===== config.mk =====
export PLATFORM = sky130hd
export DESIGN_NAME = x86_mov_instruction_decoder
export DESIGN_NICKNAME = d
export VERILOG_FILES = /design/src/hw/rtl/x86mov_pkg.sv /design/src/hw/rtl/x86_mov_instruction_decoder.sv /design/src/hw/rtl/x86mov_dec.sv
export SDC_FILE = /design/constraint.sdc
export NUM_CORES = 1
export LEC_CHECK = 0
export BUFFER_PORTS_ARGS = -buffer_cell sky130_fd_sc_hd__buf_4
export CORE_MARGIN = 10
export CORE_UTILIZATION = 52
export DETAILED_ROUTE_END_ITERATION = 6
export GPL_TIMING_DRIVEN = 1
export PLACE_DENSITY = 0.76
export SYNTH_ARGS = -nofsm -noshare
export SYNTH_HDL_FRONTEND = slang
export SYNTH_HIERARCHICAL = 1
export SYNTH_SLANG_ARGS = --single-unit
export TNS_END_PERCENT = 30

===== constraint.sdc =====
create_clock -name clk -period 3.9 [get_ports clk]
set_input_delay 0.195 -clock clk [delete_from_list [all_inputs] [get_ports clk]]
set_output_delay 0.195 -clock clk [all_outputs]
set_load 0.02 [all_outputs]

===== src/hw/rtl/x86mov_pkg.sv =====
package x86mov_pkg;

  localparam int unsigned OUT_DATA_W = 48;

  localparam logic [3:0] OPC_IMM_REG = 4'b1011;
  localparam logic [6:0] OPC_IMM_RM  = 7'b1100011;
  localparam logic [5:0] OPC_RM_REG  = 6'b100010;

  localparam logic [1:0] FORM_IMM_REG = 2'd0;
  localparam logic [1:0] FORM_RM_REG  = 2'd1;
  localparam logic [1:0] FORM_IMM_RM  = 2'd2;

  localparam logic [1:0] MOD_MEM_NODISP = 2'd0;
  localparam logic [1:0] MOD_DISP8      = 2'd1;
  localparam logic [1:0] MOD_DISP16     = 2'd2;
  localparam logic [2:0] RM_DIRECT      = 3'd6;

  typedef enum logic [2:0] {
    PH_OPCODE  = 3'd0,
    PH_MODRM   = 3'd1,
    PH_DISP_LO = 3'd2,
    PH_DISP_HI = 3'd3,
    PH_IMM_LO  = 3'd4,
    PH_IMM_HI  = 3'd5
  } phase_t;

  typedef struct packed {
    phase_t      phase;
    logic [7:0]  opcode;
    logic [7:0]  modrm;
    logic [15:0] disp;
    logic [7:0]  imm_lo;
  } state_t;

  typedef struct packed {
    logic [1:0]         form;
    logic               wide;
    logic               to_register;
    logic [1:0]         mode_bits;
    logic [2:0]         reg_code;
    logic [2:0]         rm_code;
    logic               direct_address;
    logic signed [15:0] displacement;
    logic signed [15:0] immediate;
  } res_t;

  function automatic logic [1:0] form_of(input logic [7:0] op);
    logic [1:0] f;
    if (op[7:4] == OPC_IMM_REG) begin
      f = FORM_IMM_REG;
    end else if (op[7:1] == OPC_IMM_RM) begin
      f = FORM_IMM_RM;
    end else begin
      f = FORM_RM_REG;
    end
    return f;
  endfunction

  function automatic logic wide_of(input logic [7:0] op);
    return (form_of(op) == FORM_IMM_REG) ? op[3] : op[0];
  endfunction

  function automatic logic [1:0] disp_bytes(input logic [7:0] modrm);
    logic [1:0] n;
    case (modrm[7:6])
      MOD_DISP8:      n = 2'd1;
      MOD_DISP16:     n = 2'd2;
      MOD_MEM_NODISP: n = (modrm[2:0] == RM_DIRECT) ? 2'd2 : 2'd0;
      default:        n = 2'd0;
    endcase
    return n;
  endfunction

  function automatic logic [15:0] sext8(input logic [7:0] b);
    return {{8{b[7]}}, b};
  endfunction

endpackage


===== src/hw/rtl/x86_mov_instruction_decoder.sv =====
// a code byte is held in the byte register, and its result is registered in the result register that drives out_tvalid
// throughput: one code byte per cycle while in_tready is high, set by the single-pass decode between the byte
// register and the result register
// in_tready drops only while both the byte register and the result register are full
// reset (rst_n low, synchronous) empties both registers and returns to the opcode phase
module x86_mov_instruction_decoder (
  input  logic                              clk,
  input  logic                              rst_n,
  input  logic                              in_tvalid,
  output logic                              in_tready,
  input  logic [7:0]                        in_tdata,  // code_byte
  output logic                              out_tvalid,
  input  logic                              out_tready,
  output logic [x86mov_pkg::OUT_DATA_W-1:0] out_tdata, // wide, to_register, mode_bits,
                                                       // reg_code, rm_code, direct_address,
                                                       // displacement, immediate, zero pad
  output logic [1:0]                        out_tuser  // form
);
  import x86mov_pkg::*;

  logic                  in_vld_r;
  logic [7:0]            in_byte_r;
  state_t                state_r;
  state_t                state_nxt;
  logic                  res_vld;
  res_t                  res;
  logic                  out_vld_r;
  res_t                  out_res_r;
  logic                  consume;

  assign consume   = in_vld_r && (!out_vld_r || out_tready);
  assign in_tready = !in_vld_r || consume;

  x86mov_dec u_dec (
    .state     (state_r),
    .code_byte (in_byte_r),
    .state_nxt (state_nxt),
    .res_vld   (res_vld),
    .res       (res)
  );

  always_ff @(posedge clk) begin
    if (!rst_n) begin
      in_vld_r <= 1'b0;
    end else if (in_tready) begin
      in_vld_r <= in_tvalid;
    end
  end

  always_ff @(posedge clk) begin
    if (in_tvalid && in_tready) begin
      in_byte_r <= in_tdata;
    end
  end

  always_ff @(posedge clk) begin
    if (!rst_n) begin
      state_r <= '{phase: PH_OPCODE, opcode: 8'h00, modrm: 8'h00, disp: 16'h0000,
                   imm_lo: 8'h00};
    end else if (consume) begin
      state_r <= state_nxt;
    end
  end

  always_ff @(posedge clk) begin
    if (!rst_n) begin
      out_vld_r <= 1'b0;
    end else if (consume) begin
      out_vld_r <= res_vld;
    end else if (out_tready) begin
      out_vld_r <= 1'b0;
    end
  end

  always_ff @(posedge clk) begin
    if (consume && res_vld) begin
      out_res_r <= res;
    end
  end

  assign out_tvalid = out_vld_r;
  assign out_tuser  = out_res_r.form;
  assign out_tdata  = {5'b00000, out_res_r.immediate, out_res_r.displacement,
                       out_res_r.direct_address, out_res_r.rm_code, out_res_r.reg_code,
                       out_res_r.mode_bits, out_res_r.to_register, out_res_r.wide};

  // stall only when both register stages hold a byte and a result
  a_stall_full: assert property (@(posedge clk) disable iff (!rst_n)
    !in_tready |-> (in_vld_r && out_vld_r))
    else $error("input stalled with a free register stage");

  a_imm_reg_fields: assert property (@(posedge clk) disable iff (!rst_n)
    (out_tvalid && out_res_r.form == FORM_IMM_REG) |->
    (out_res_r.mode_bits == MOD_MEM_NODISP && out_res_r.rm_code == 3'd0 &&
     out_res_r.displacement == 16'sh0000 && !out_res_r.direct_address))
    else $error("immediate to register transaction carries address fields");

  a_rm_reg_no_imm: assert property (@(posedge clk) disable iff (!rst_n)
    (out_tvalid && out_res_r.form == FORM_RM_REG) |-> (out_res_r.immediate == 16'sh0000))
    else $error("register/memory transaction carries immediate data");

  a_direct_addr: assert property (@(posedge clk) disable iff (!rst_n)
    (out_tvalid && out_res_r.direct_address) |->
    (out_res_r.mode_bits == MOD_MEM_NODISP && out_res_r.rm_code == RM_DIRECT))
    else $error("direct address flag without mod 0 and r/m 6");

endmodule


===== src/hw/rtl/x86mov_dec.sv =====
module x86mov_dec (
  input  x86mov_pkg::state_t state,
  input  logic [7:0]         code_byte,
  output x86mov_pkg::state_t state_nxt,
  output logic               res_vld,
  output x86mov_pkg::res_t   res
);
  import x86mov_pkg::*;

  logic [1:0] cur_form;
  logic [1:0] nxt_form;

  assign cur_form = form_of(state.opcode);
  assign nxt_form = form_of(state_nxt.opcode);

  // next state and latches
  always_comb begin
    state_nxt = state;
    case (state.phase)
      PH_MODRM: begin
        state_nxt.modrm = code_byte;
        if (disp_bytes(code_byte) != 2'd0) begin
          state_nxt.phase = PH_DISP_LO;
        end else begin
          state_nxt.phase = (cur_form == FORM_IMM_RM) ? PH_IMM_LO : PH_OPCODE;
        end
      end
      PH_DISP_LO: begin
        if (disp_bytes(state.modrm) == 2'd2) begin
          state_nxt.disp  = {8'h00, code_byte};
          state_nxt.phase = PH_DISP_HI;
        end else begin
          state_nxt.disp  = sext8(code_byte);
          state_nxt.phase = (cur_form == FORM_IMM_RM) ? PH_IMM_LO : PH_OPCODE;
        end
      end
      PH_DISP_HI: begin
        state_nxt.disp  = {code_byte, state.disp[7:0]};
        state_nxt.phase = (cur_form == FORM_IMM_RM) ? PH_IMM_LO : PH_OPCODE;
      end
      PH_IMM_LO: begin
        state_nxt.imm_lo = code_byte;
        state_nxt.phase  = wide_of(state.opcode) ? PH_IMM_HI : PH_OPCODE;
      end
      PH_IMM_HI: begin
        state_nxt.phase = PH_OPCODE;
      end
      default: begin
        if (code_byte[7:4] == OPC_IMM_REG || code_byte[7:1] == OPC_IMM_RM ||
            code_byte[7:2] == OPC_RM_REG) begin
          state_nxt.opcode = code_byte;
          state_nxt.modrm  = 8'h00;
          state_nxt.disp   = 16'h0000;
          state_nxt.imm_lo = 8'h00;
          state_nxt.phase  = (code_byte[7:4] == OPC_IMM_REG) ? PH_IMM_LO : PH_MODRM;
        end else begin
          state_nxt.phase = PH_OPCODE;
        end
      end
    endcase
  end

  // result of the last byte of an instruction
  always_comb begin
    res_vld       = 1'b0;
    res           = '0;
    res.immediate = 16'sh0000;
    case (state.phase)
      PH_MODRM: begin
        res_vld = (disp_bytes(code_byte) == 2'd0) && (cur_form != FORM_IMM_RM);
      end
      PH_DISP_LO: begin
        res_vld = (disp_bytes(state.modrm) != 2'd2) && (cur_form != FORM_IMM_RM);
      end
      PH_DISP_HI: begin
        res_vld = (cur_form != FORM_IMM_RM);
      end
      PH_IMM_LO: begin
        res_vld       = !wide_of(state.opcode);
        res.immediate = sext8(code_byte);
      end
      PH_IMM_HI: begin
        res_vld       = 1'b1;
        res.immediate = {code_byte, state.imm_lo};
      end
      default: begin
        res_vld = 1'b0;
      end
    endcase

    res.form = nxt_form;
    res.wide = wide_of(state_nxt.opcode);
    if (nxt_form == FORM_IMM_REG) begin
      res.reg_code = state_nxt.opcode[2:0];
    end else begin
      res.to_register    = (nxt_form == FORM_RM_REG) ? state_nxt.opcode[1] : 1'b0;
      res.mode_bits      = state_nxt.modrm[7:6];
      res.reg_code       = state_nxt.modrm[5:3];
      res.rm_code        = state_nxt.modrm[2:0];
      res.direct_address = (state_nxt.modrm[7:6] == MOD_MEM_NODISP) &&
                           (state_nxt.modrm[2:0] == RM_DIRECT);
      res.displacement   = state_nxt.disp;
    end
  end

endmodule

Yosys cells after proc, flatten, opt, wreduce, memory -nomap -nowiden:

Cells that the tools add are included.

* register bits: 98
* input bits: 12
* output and inout port bits: 52
* logic and storage cells: 102

* eq/ne operators: 24
* multiplexer cells: 31
* bitwise logic cells: 2
* reductions and logical operators: 28

Operators by type and width (count)
* 16-bit case mux with 3 select lines: 1
* 40-bit 2-to-1 mux: 1
* 16-bit case mux with 2 select lines: 1
* 8-bit case mux with 2 select lines: 2
* 7-bit == test (second input constant): 3
* 3-bit 2-to-1 mux: 7
* 2-bit 2-to-1 mux: 9
* 16-bit 2-to-1 mux: 1
* 3-bit == test (second input constant): 5
* 3-bit case mux with 5 select lines: 1
* 4-bit == test (second input constant): 3
* 2-bit logical NOT: 6
* 2-bit case mux with 3 select lines: 2
* 2-bit == test (second input constant): 4
* 8-bit 2-to-1 mux: 1
* 4-bit OR reduction: 2
* 2-bit by 1-bit == test with 1-bit output (second input constant): 3
* 3-bit by 2-bit == test with 1-bit output (second input constant): 2
* 6-bit == test (second input constant): 1
* 1-bit logical AND: 6
* 2-bit nonzero test: 3
* 1-bit case mux with 5 select lines: 1
* 5-bit OR reduction: 1
* 1-bit logical OR: 4
* other kinds (8): 15

Longest topological paths before layout:

Gate-level depths: netlist of the first run.

* word-level depth: 11
* mapped depth: 10

Modules after synthesis:

Netlist of the first run, hierarchy kept.

Modules (own cells, without submodules)
* x86_mov_instruction_decoder: instances 1, cells each 258, area each 3450.8 um^2
* x86mov_dec: instances 1, cells each 241, area each 1465.2 um^2

Worst setup path after synthesis of the first run:

No wires, ideal clock.

* kind: reg-to-reg
* start: register in_byte_r[6]
* end: register out_res_r, in the netlist out_tdata[0] (enable)
* setup time: 448 ps
* data arrival time: 3406 ps
* path slack: 46 ps
* stages on the path, launching flop included: 9
* buffers on the path: 1
* path through: edfxtp_1 -> clkbuf_1 -> or2_2 -> o211ai_1 -> a2bb2oi_1 -> nor2_1 -> o2bb2ai_1 -> nand2_1 -> nor2_1

* cells in the longest elaborated chain, start to end: 7
* elaborated cells on any way between the ends: 9
* classes of those cells: eq/ne (2); mux (3); reduce/logical (4)

RTL lines
* start: declaration: RTL line x86_mov_instruction_decoder.sv:22 `logic [7:0] in_byte_r;`
* start signal: assignment: RTL line x86_mov_instruction_decoder.sv:52 `in_byte_r <= in_tdata;`
* 2-bit == test, or another cell as far along: RTL line x86mov_pkg.sv:65 `case (modrm[7:6])`
* 2-bit case mux with 3 select lines (*): RTL line x86mov_pkg.sv:65
* 2-bit 2-to-1 mux (*): RTL line x86mov_dec.sv:68 `case (state.phase)`
* 2-bit logical NOT (*): RTL line x86mov_dec.sv:70 `res_vld = (disp_bytes(code_byte) == 2'd0) && (cur_form != FORM_IMM_RM);`
* 1-bit logical AND (*): RTL line x86mov_dec.sv:70
* 1-bit case mux with 5 select lines (*): RTL line x86mov_dec.sv:68
* via res_vld: RTL line x86_mov_instruction_decoder.sv:25 `logic res_vld;`
* 1-bit logical AND (*): RTL line x86_mov_instruction_decoder.sv:76 `if (consume && res_vld) begin`
* end signal: assignment: RTL line x86_mov_instruction_decoder.sv:77 `out_res_r <= res;`
* end: declaration: RTL line x86_mov_instruction_decoder.sv:28 `res_t out_res_r;`

Mark *: on every way through the listed nets, which the timed path passes. The rest lies on a longest branch. The select of a mux whose other input is x is not followed.
A chain may end at the register's enable or synchronous reset.

Final worst setup path of the first run:

* start: register state_r[42] in the netlist's numbering
* end: register out_res_r, in the netlist out_tdata[36] (enable)

* cells in the longest elaborated chain, start to end: 3
* elaborated cells on any way between the ends: 7
* classes of those cells: eq/ne (5); mux (1); reduce/logical (1)

RTL lines
* start: declaration: RTL line x86_mov_instruction_decoder.sv:23 `state_t state_r;`
* start signal: assignment: RTL line x86_mov_instruction_decoder.sv:58 `state_r <= '{phase: PH_OPCODE, opcode: 8'h00, modrm: 8'h00, disp: 16'h0000,`
* start signal: assignment: RTL line x86_mov_instruction_decoder.sv:61 `state_r <= state_nxt;`
* 3-bit == test, or another cell as far along: RTL line x86mov_dec.sv:68
* 1-bit case mux with 5 select lines (*): RTL line x86mov_dec.sv:68
* via res_vld: RTL line x86_mov_instruction_decoder.sv:25
* 1-bit logical AND (*): RTL line x86_mov_instruction_decoder.sv:76

Mark *: on every way through the listed nets, which the timed path passes. The rest lies on a longest branch.

==> flow_summary_export.csv, run 1 <==
group,metric,value,unit
sta,number_of_endpoints_with_negative_hold_slack_in_the_final_report,0,
grt,first_global_vias,3725,
synthesis,yosys_most_used_dff,"sky130_fd_sc_hd__edfxtp_1",
grt,antenna_violations_before_repair,0,
grt,groute.usage.overall,16.2,%
worst_setup_path,critPathBufInv,1,
worst_setup_path,cp_depth,6,
place,gp_congestion,0.879,
job,cap_viol_max_count,0,
detailed_routing,post_drt_wl_per_cell,16.4,um
sta,worst_pin_slew,0.989,ns
outcome,status,"complete, no violations",
grt,grt_first_pass_wirelength,17800,um
synthesis,synthesis.area_per_instance,9.85,um^2
detailed_routing,first_iter_violations,318,
clock_tree,clk_pin_slew_worst_paths,0.10,ns
clock_tree,cts_max_level,3,
sta,rsz0062_at_grt,"no",
floorplanning,chipWidth,117,um
place,port-buffer-count,58,
detailed_routing,ant_nets,0,
synthesis,yosys.cell_types.count,56,
sta,relSlewSlack,33.7,%
detailed_routing,dr_total_vias,3748,
synthesis,yosysWarnings,6,
synthesis,synth.ff_latch_count,98,
worst_setup_path,timing.rr.start,"state_r[42]",
synthesis,yosys.area.top_type_share,32.4,%
worst_setup_path,cp-end-kind,"register",
detailed_routing,drt-total-wl,11000,um
sta,setup_viol_count_final,0,
worst_setup_path,worstPathMaxFanout,27,
detailed_routing,drc_errors,0,
sta,drv_slew,0,
worst_setup_path,worstSetupPathType,"register to register",
worst_setup_path,cp_slowest_stage_delay,0.68,ns
layout,post-route-util,60.5,%
pwr,vdd_ir_drop_max,0.175,mV
layout,syn_to_final_growth,13.7,%
floorplanning,die-area,13700,um^2
worst_setup_path,crit_family,"simple AND/OR/NAND/NOR gates",
clock_tree,cts_tree,"yes",
layout,nets,551,
floorplanning,core_region_area,9240,um^2
layout,drive_gt1_share,17.9,%
worst_setup_path,critical-path-slowest-cell,"sky130_fd_sc_hd__dfxtp_1",
synthesis,mappedNetlistArea,4920,um^2
worst_hold_path,hold_path.startpoint,"in_tvalid",
synthesis,post-synth-top-count-cell,"sky130_fd_sc_hd__nand2_1",
sta,setup_tns,0,ns
worst_setup_path,path_cells,"ha_1 > nand3_1 > o2bb2ai_1 > nand2_1 > nor2_4 > buf_12",
sta,finClkSkew,0.0101,ns
sta,layout_worst_path_cycle_share,77.8,%
synthesis,synth_edf_count,53,
grt,grt_max_degree,89,
place,hpwl,7370,um
worst_setup_path,reg2reg_to,"out_tdata[36]",
clock_tree,tritoncts_num_sinks,98,
worst_hold_path,timing.hold.worst_endpoint,"in_vld_r",
worst_setup_path,arrival,3.11,ns
clock_tree,ctsLongestPathBuffers,2,
synthesis,ys_seq_area_share,50.7,%
floorplanning,core.rowCount,35,
synthesis,synth.top_cells.by_count,"111 x sky130_fd_sc_hd__nand2_1, 55 x sky130_fd_sc_hd__mux2i_1, 53 x sky130_fd_sc_hd__edfxtp_1",
grt,grt_remaining_overflow,0,
synthesis,async_flop_share,0,%
floorplanning,io_pins,64,
clock_tree,cts_root_buffer,"sky130_fd_sc_hd__clkbuf_8",
worst_hold_path,hold_depth,3,
detailed_routing,avgViaCountPerCell,5.58,
sta,clock.fmax,0.329,GHz
pwr,power-per-cell-area,341,nW/um^2
worst_hold_path,hold_class,"input port to register",
pwr,reported_leakage_power,0.00216,uW
clock_tree,worst_skew_pair.late_latency,0.37,ns
worst_setup_path,r2r_slack,0.87,ns
floorplanning,floorplan.initialDensity,53.2,%
worst_setup_path,worst_ep_required_time,3.97,ns
detailed_routing,detail_route.first_pass.iterations,5,
worst_setup_path,worst-r2r-cell-count,6,
sta,fin_crit,3.03,ns
clock_tree,numCtsBuffers,9,
synthesis,synthesis.instances,499,
floorplanning,die_height,117,um
layout,insertedDiodeCount,0,
synthesis,synth.area.top_cells,"sky130_fd_sc_hd__edfxtp_1 32%, sky130_fd_sc_hd__dfxtp_1 18%, sky130_fd_sc_hd__mux2i_1 11%",
worst_setup_path,setup.worst_path.start_class,"register",
synthesis,synth_largest_area_cell,"sky130_fd_sc_hd__edfxtp_1",
[cells in the final DEF (no fill, tap or decap), types with 3 or more instances in the layout]
master | netlist | final
sky130_fd_sc_hd__a22o_1 | 15 | 15
sky130_fd_sc_hd__clkbuf_8 | 0 | 9
sky130_fd_sc_hd__a32oi_1 | 7 | 7
sky130_fd_sc_hd__o22ai_1 | 3 | 3
sky130_fd_sc_hd__nand3_1 | 4 | 4
sky130_fd_sc_hd__nand2_1 | 111 | 111
sky130_fd_sc_hd__o21ai_0 | 11 | 11
sky130_fd_sc_hd__a21oi_1 | 17 | 17
sky130_fd_sc_hd__edfxtp_1 | 53 | 53
sky130_fd_sc_hd__dlygate4sd3_1 | 0 | 8
sky130_fd_sc_hd__conb_1 | 1 | 5
sky130_fd_sc_hd__buf_4 | 10 | 60
sky130_fd_sc_hd__nor2b_1 | 6 | 6
sky130_fd_sc_hd__inv_1 | 27 | 27
sky130_fd_sc_hd__mux2i_1 | 55 | 55
sky130_fd_sc_hd__nor3_1 | 5 | 5
sky130_fd_sc_hd__a31oi_1 | 8 | 8
sky130_fd_sc_hd__dfxtp_1 | 45 | 45
sky130_fd_sc_hd__nor3b_2 | 4 | 4
sky130_fd_sc_hd__or2_2 | 3 | 3
sky130_fd_sc_hd__nand2b_1 | 3 | 3
sky130_fd_sc_hd__nor2_1 | 34 | 33
[worst max-delay path by stage]
stage | slack [ns] | start | to
2_1_floorplan | 0.05 | in_byte_r[6] | out_tdata[0]
3_3_place_gp | 1.08 | state_r[42] | out_tdata[28]
3_5_place_dp | 0.92 | state_r[42] | out_tdata[29]
4_1_cts | 0.88 | state_r[42] | out_tdata[36]
5_1_grt | 0.60 | state_r[42] | out_tdata[36]
6_report | 0.87 | state_r[42] | out_tdata[36]
[logic make-up (layout without fill, tap and decap cells)]
group	count (synthesis)	in the layout	synth area share, %
AO/OA/AOI/OAI	82	82	12.3
adder cells (fa/ha/maj)	1	1	0.254
buffers and inverters	73	113	7.56
flip-flops	98	98	50.7
multiplexers	57	57	11.7
other	1	5	0.0763
AND/OR/NAND/NOR	187	187	17.4
[routing by layer]
layer	vias to the layer above	global-route usage (%)	part of all wire, %
met5	-	0	0
met4	0	6.26	1.5
met3	15	3.47	7.1
met2	129	27.9	48
met1	1805	19.4	43
li1	1799	-	-
[power breakdown]
part / internal (uW) / switching (uW)
clock: 302 / 368
sequential: 1090 / 31.8
combinational: 46.5 / 68.8
[registers in the layout, indices dropped and copies added, names as in the netlist]
name        cells
out_tdata      43
state_r        43
out_tvalid      1
in_byte_r       8
in_vld_r        1
out_tuser       2
[worst min-delay path, stage by stage]
cell,delay [ns]
sky130_fd_sc_hd__buf_4,0.08
sky130_fd_sc_hd__a21oi_1,0.03
sky130_fd_sc_hd__nor2b_1,0.09
[repair_timing]
item / in CTS / in global routing
hold buffers: 8 / 0
resized for setup: 0 / 0
hold endpoints to repair: 8 / 0
buffers inserted: 0 / 0
[final cells by class]
cell class	instances	area [um^2]
clock inverters	7	77.6
inverters	28	105
multi-input cells	332	2080
well taps	129	161
clock buffers	9	124
fillers	807	3650
flip-flops and latches	98	2490
repair buffers	69	551
[per-stage QoR]
step	power, uW	cell area [um^2]	hold slack [ns]	worst slack [ns]	std cells
global placement	1250	5310	0.374	1.08	648
floorplan	1230	4930	0.294	0.0464	503
detailed placement	1250	5310	0.374	0.916	648
finish	1910	5590	0.0765	0.865	672
CTS	1920	5590	0.0666	0.877	672
global route	1980	5590	0.0895	0.596	672
(Power assumes the default switching activity.)
==> run 2, diff against run 1 <==
--- a/config.mk
+++ b/config.mk
@@ -7,10 +7,10 @@
 export LEC_CHECK = 0
 export BUFFER_PORTS_ARGS = -buffer_cell sky130_fd_sc_hd__buf_4
 export CORE_MARGIN = 10
-export CORE_UTILIZATION = 52
+export CORE_UTILIZATION = 58
 export DETAILED_ROUTE_END_ITERATION = 6
 export GPL_TIMING_DRIVEN = 1
-export PLACE_DENSITY = 0.76
+export PLACE_DENSITY = 0.8
 export SYNTH_ARGS = -nofsm -noshare
 export SYNTH_HDL_FRONTEND = slang
 export SYNTH_HIERARCHICAL = 1
==> constraint.sdc (replaced) <==
create_clock -name clk -period 3.12 [get_ports clk]
set_input_delay 0.156 -clock clk [delete_from_list [all_inputs] [get_ports clk]]
set_output_delay 0.156 -clock clk [all_outputs]
set_load 0.02 [all_outputs]
==> flow_summary_export.csv, run 2 (synthesis results as in run 1) <==
group,metric,value,unit
outcome,status,"complete, no violations",
grt,grt_remaining_overflow,0,
sta,fin_crit,2.56,ns
layout,syn_to_final_growth,14.1,%
worst_setup_path,cp-end-kind,"register",
sta,setup_viol_count_final,0,
detailed_routing,avgViaCountPerCell,5.81,
grt,grt_first_pass_wirelength,18300,um
pwr,power_frac_clock,33.2,%
grt,grt_max_degree,89,
floorplanning,core_region_area,8220,um^2
worst_setup_path,worst_ep_required_time,3.23,ns
floorplanning,io_pins,64,
floorplanning,chipWidth,112,um
layout,nets,560,
pwr,vdd_ir_drop_max,0.295,mV
job,cap_viol_max_count,0,
place,gp_congestion,0.901,
worst_setup_path,worstSetupPathType,"register to register",
sta,drv_slew,0,
floorplanning,die_height,112,um
layout,drive_gt1_share,18.8,%
layout,mostFrequentLayoutCells,"111 x sky130_fd_sc_hd__nand2_1, 69 x sky130_fd_sc_hd__buf_4, 55 x sky130_fd_sc_hd__mux2i_1",
pwr,p_sw_share,24.3,%
sta,worst_pin_slew,0.847,ns
pwr,post-layout-total-power,2330,uW
sta,rsz0062_at_grt,"no",
detailed_routing,drt-total-wl,11100,um
grt,antenna_violations_before_repair,0,
clock_tree,tritoncts_num_sinks,98,
detailed_routing,ant_nets,0,
sta,clock.fmax,0.391,GHz
worst_setup_path,reg2reg_to,"out_tdata[4]",
clock_tree,clk_pin_slew_worst_paths,0.09,ns
pwr,power-per-cell-area,415,nW/um^2
sta,relSlewSlack,43.5,%
pwr,internal-power,1760,uW
worst_setup_path,arrival,2.67,ns
clock_tree,worst_skew_pair.late_latency,0.36,ns
detailed_routing,first_iter_violations,291,
clock_tree,cts_root_buffer,"sky130_fd_sc_hd__clkbuf_8",
sta,finClkSkew,0.00893,ns
worst_setup_path,setup.worst_path.start_class,"register",
place,port-buffer-count,58,
detailed_routing,drc_errors,0,
layout,post-route-util,68.3,%
floorplanning,die-area,12600,um^2
worst_setup_path,critPathBufInv,1,
worst_setup_path,worstPathMaxFanout,30,
grt,first_global_vias,3707,
worst_setup_path,path_cells,"clkinv_1 > ha_1 > o2111ai_1 > a22o_4 > a221oi_1 > a21oi_1",
floorplanning,core.rowCount,33,
place,hpwl,7490,um
layout,insertedDiodeCount,0,
pwr,power.share.sequential,59.8,%
worst_setup_path,worst-r2r-cell-count,6,
detailed_routing,dr_total_vias,3816,
worst_hold_path,hold_path.startpoint,"in_tvalid",
sta,setup_tns,0,ns
worst_setup_path,cp_slowest_stage_delay,0.54,ns
pwr,logic_gate_share_of_total_power,7.0,%
worst_hold_path,hold_depth,3,
worst_setup_path,crit_family,"compound AO/OA/AOI/OAI gates",
clock_tree,ctsLongestPathBuffers,2,
worst_setup_path,r2r_slack,0.56,ns
detailed_routing,detail_route.first_pass.iterations,6,
worst_hold_path,hold_class,"input port to register",
worst_setup_path,timing.rr.start,"state_r[41]",
pwr,reported_leakage_power,0.00219,uW
worst_setup_path,critical-path-slowest-cell,"sky130_fd_sc_hd__ha_1",
clock_tree,numCtsBuffers,9,
pwr,switching_power_summed_over_all_nets,566,uW
detailed_routing,post_drt_wl_per_cell,16.9,um
layout,layout.cells.most_common,"sky130_fd_sc_hd__nand2_1",
sta,number_of_endpoints_with_negative_hold_slack_in_the_final_report,0,
clock_tree,cts_max_level,3,
grt,groute.usage.overall,17.4,%
worst_hold_path,timing.hold.worst_endpoint,"in_vld_r",
sta,layout_worst_path_cycle_share,81.9,%
clock_tree,cts_tree,"yes",
floorplanning,floorplan.initialDensity,59.8,%
==> run 2: power by group through the flow <==
stage | clock [uW] | combinational (uW) | sequential, uW
CTS | 779 | 161 | 1390
global placement | 0 | 149 | 1420
finish | 773 | 164 | 1390
global route | 841 | 175 | 1390
floorplan | 0 | 141 | 1400
detailed placement | 0 | 152 | 1420
==> run 2: worst register-to-register path: cells and delay by family (launching register included) <==
family,cells,cell delay [ns]
DFF,1,0.52
buffers and inverters,1,0.27
AOI/OAI and AO/OA,4,0.98
adders and majority gates,1,0.54
==> run 2: cell type report <==
class                   count  area (um^2)
clock buffers              13          159
clock inverters             3         23.8
fillers                   633         2610
inverters                  28          105
multi-input cells         332         2080
flip-flops and latches     98         2490
well taps                 105          131
repair buffers             78          618
==> run 2: worst max-delay path by stage <==
stage | endpoint | cells after the start | startpoint
after global routing | out_tdata[5] | 7 | state_r[41]
after CTS | out_tdata[6] | 5 | state_r[41]
final | out_tdata[4] | 6 | state_r[41]
after global placement | out_tdata[5] | 7 | state_r[41]
after detailed placement | out_tdata[6] | 5 | state_r[41]
after floorplan | out_tdata[0] | 8 | in_byte_r[6]
==> run 2: repair_timing <==
item / in CTS / in global routing
endpoints found under the hold margin: 8 / 0
gates resized for setup: 0 / 0
hold buffers: 8 / 0
setup buffers: 0 / 0
==> run 2: metal layers <==
metal | part of all wire, % | global-route usage, % | wire length (um)
met1 | 41 | 20.8 | 4590
met2 | 50 | 29.9 | 5550
met3 | 7.2 | 4.47 | 796
met4 | 1.6 | 5.50 | 176
met5 | 0 | 0 | 0
==> run 2: through the flow <==
step | cell area [um^2] | hold WS, ns | setup slack [ns] | instances
after global placement | 5350 | 0.336 | 0.681 | 633
after CTS | 5610 | 0.0505 | 0.621 | 657
after detailed placement | 5350 | 0.336 | 0.641 | 633
after floorplan | 4930 | 0.255 | 0.0190 | 503
final | 5610 | 0.0462 | 0.563 | 657
after global routing | 5610 | 0.0627 | 0.354 | 657
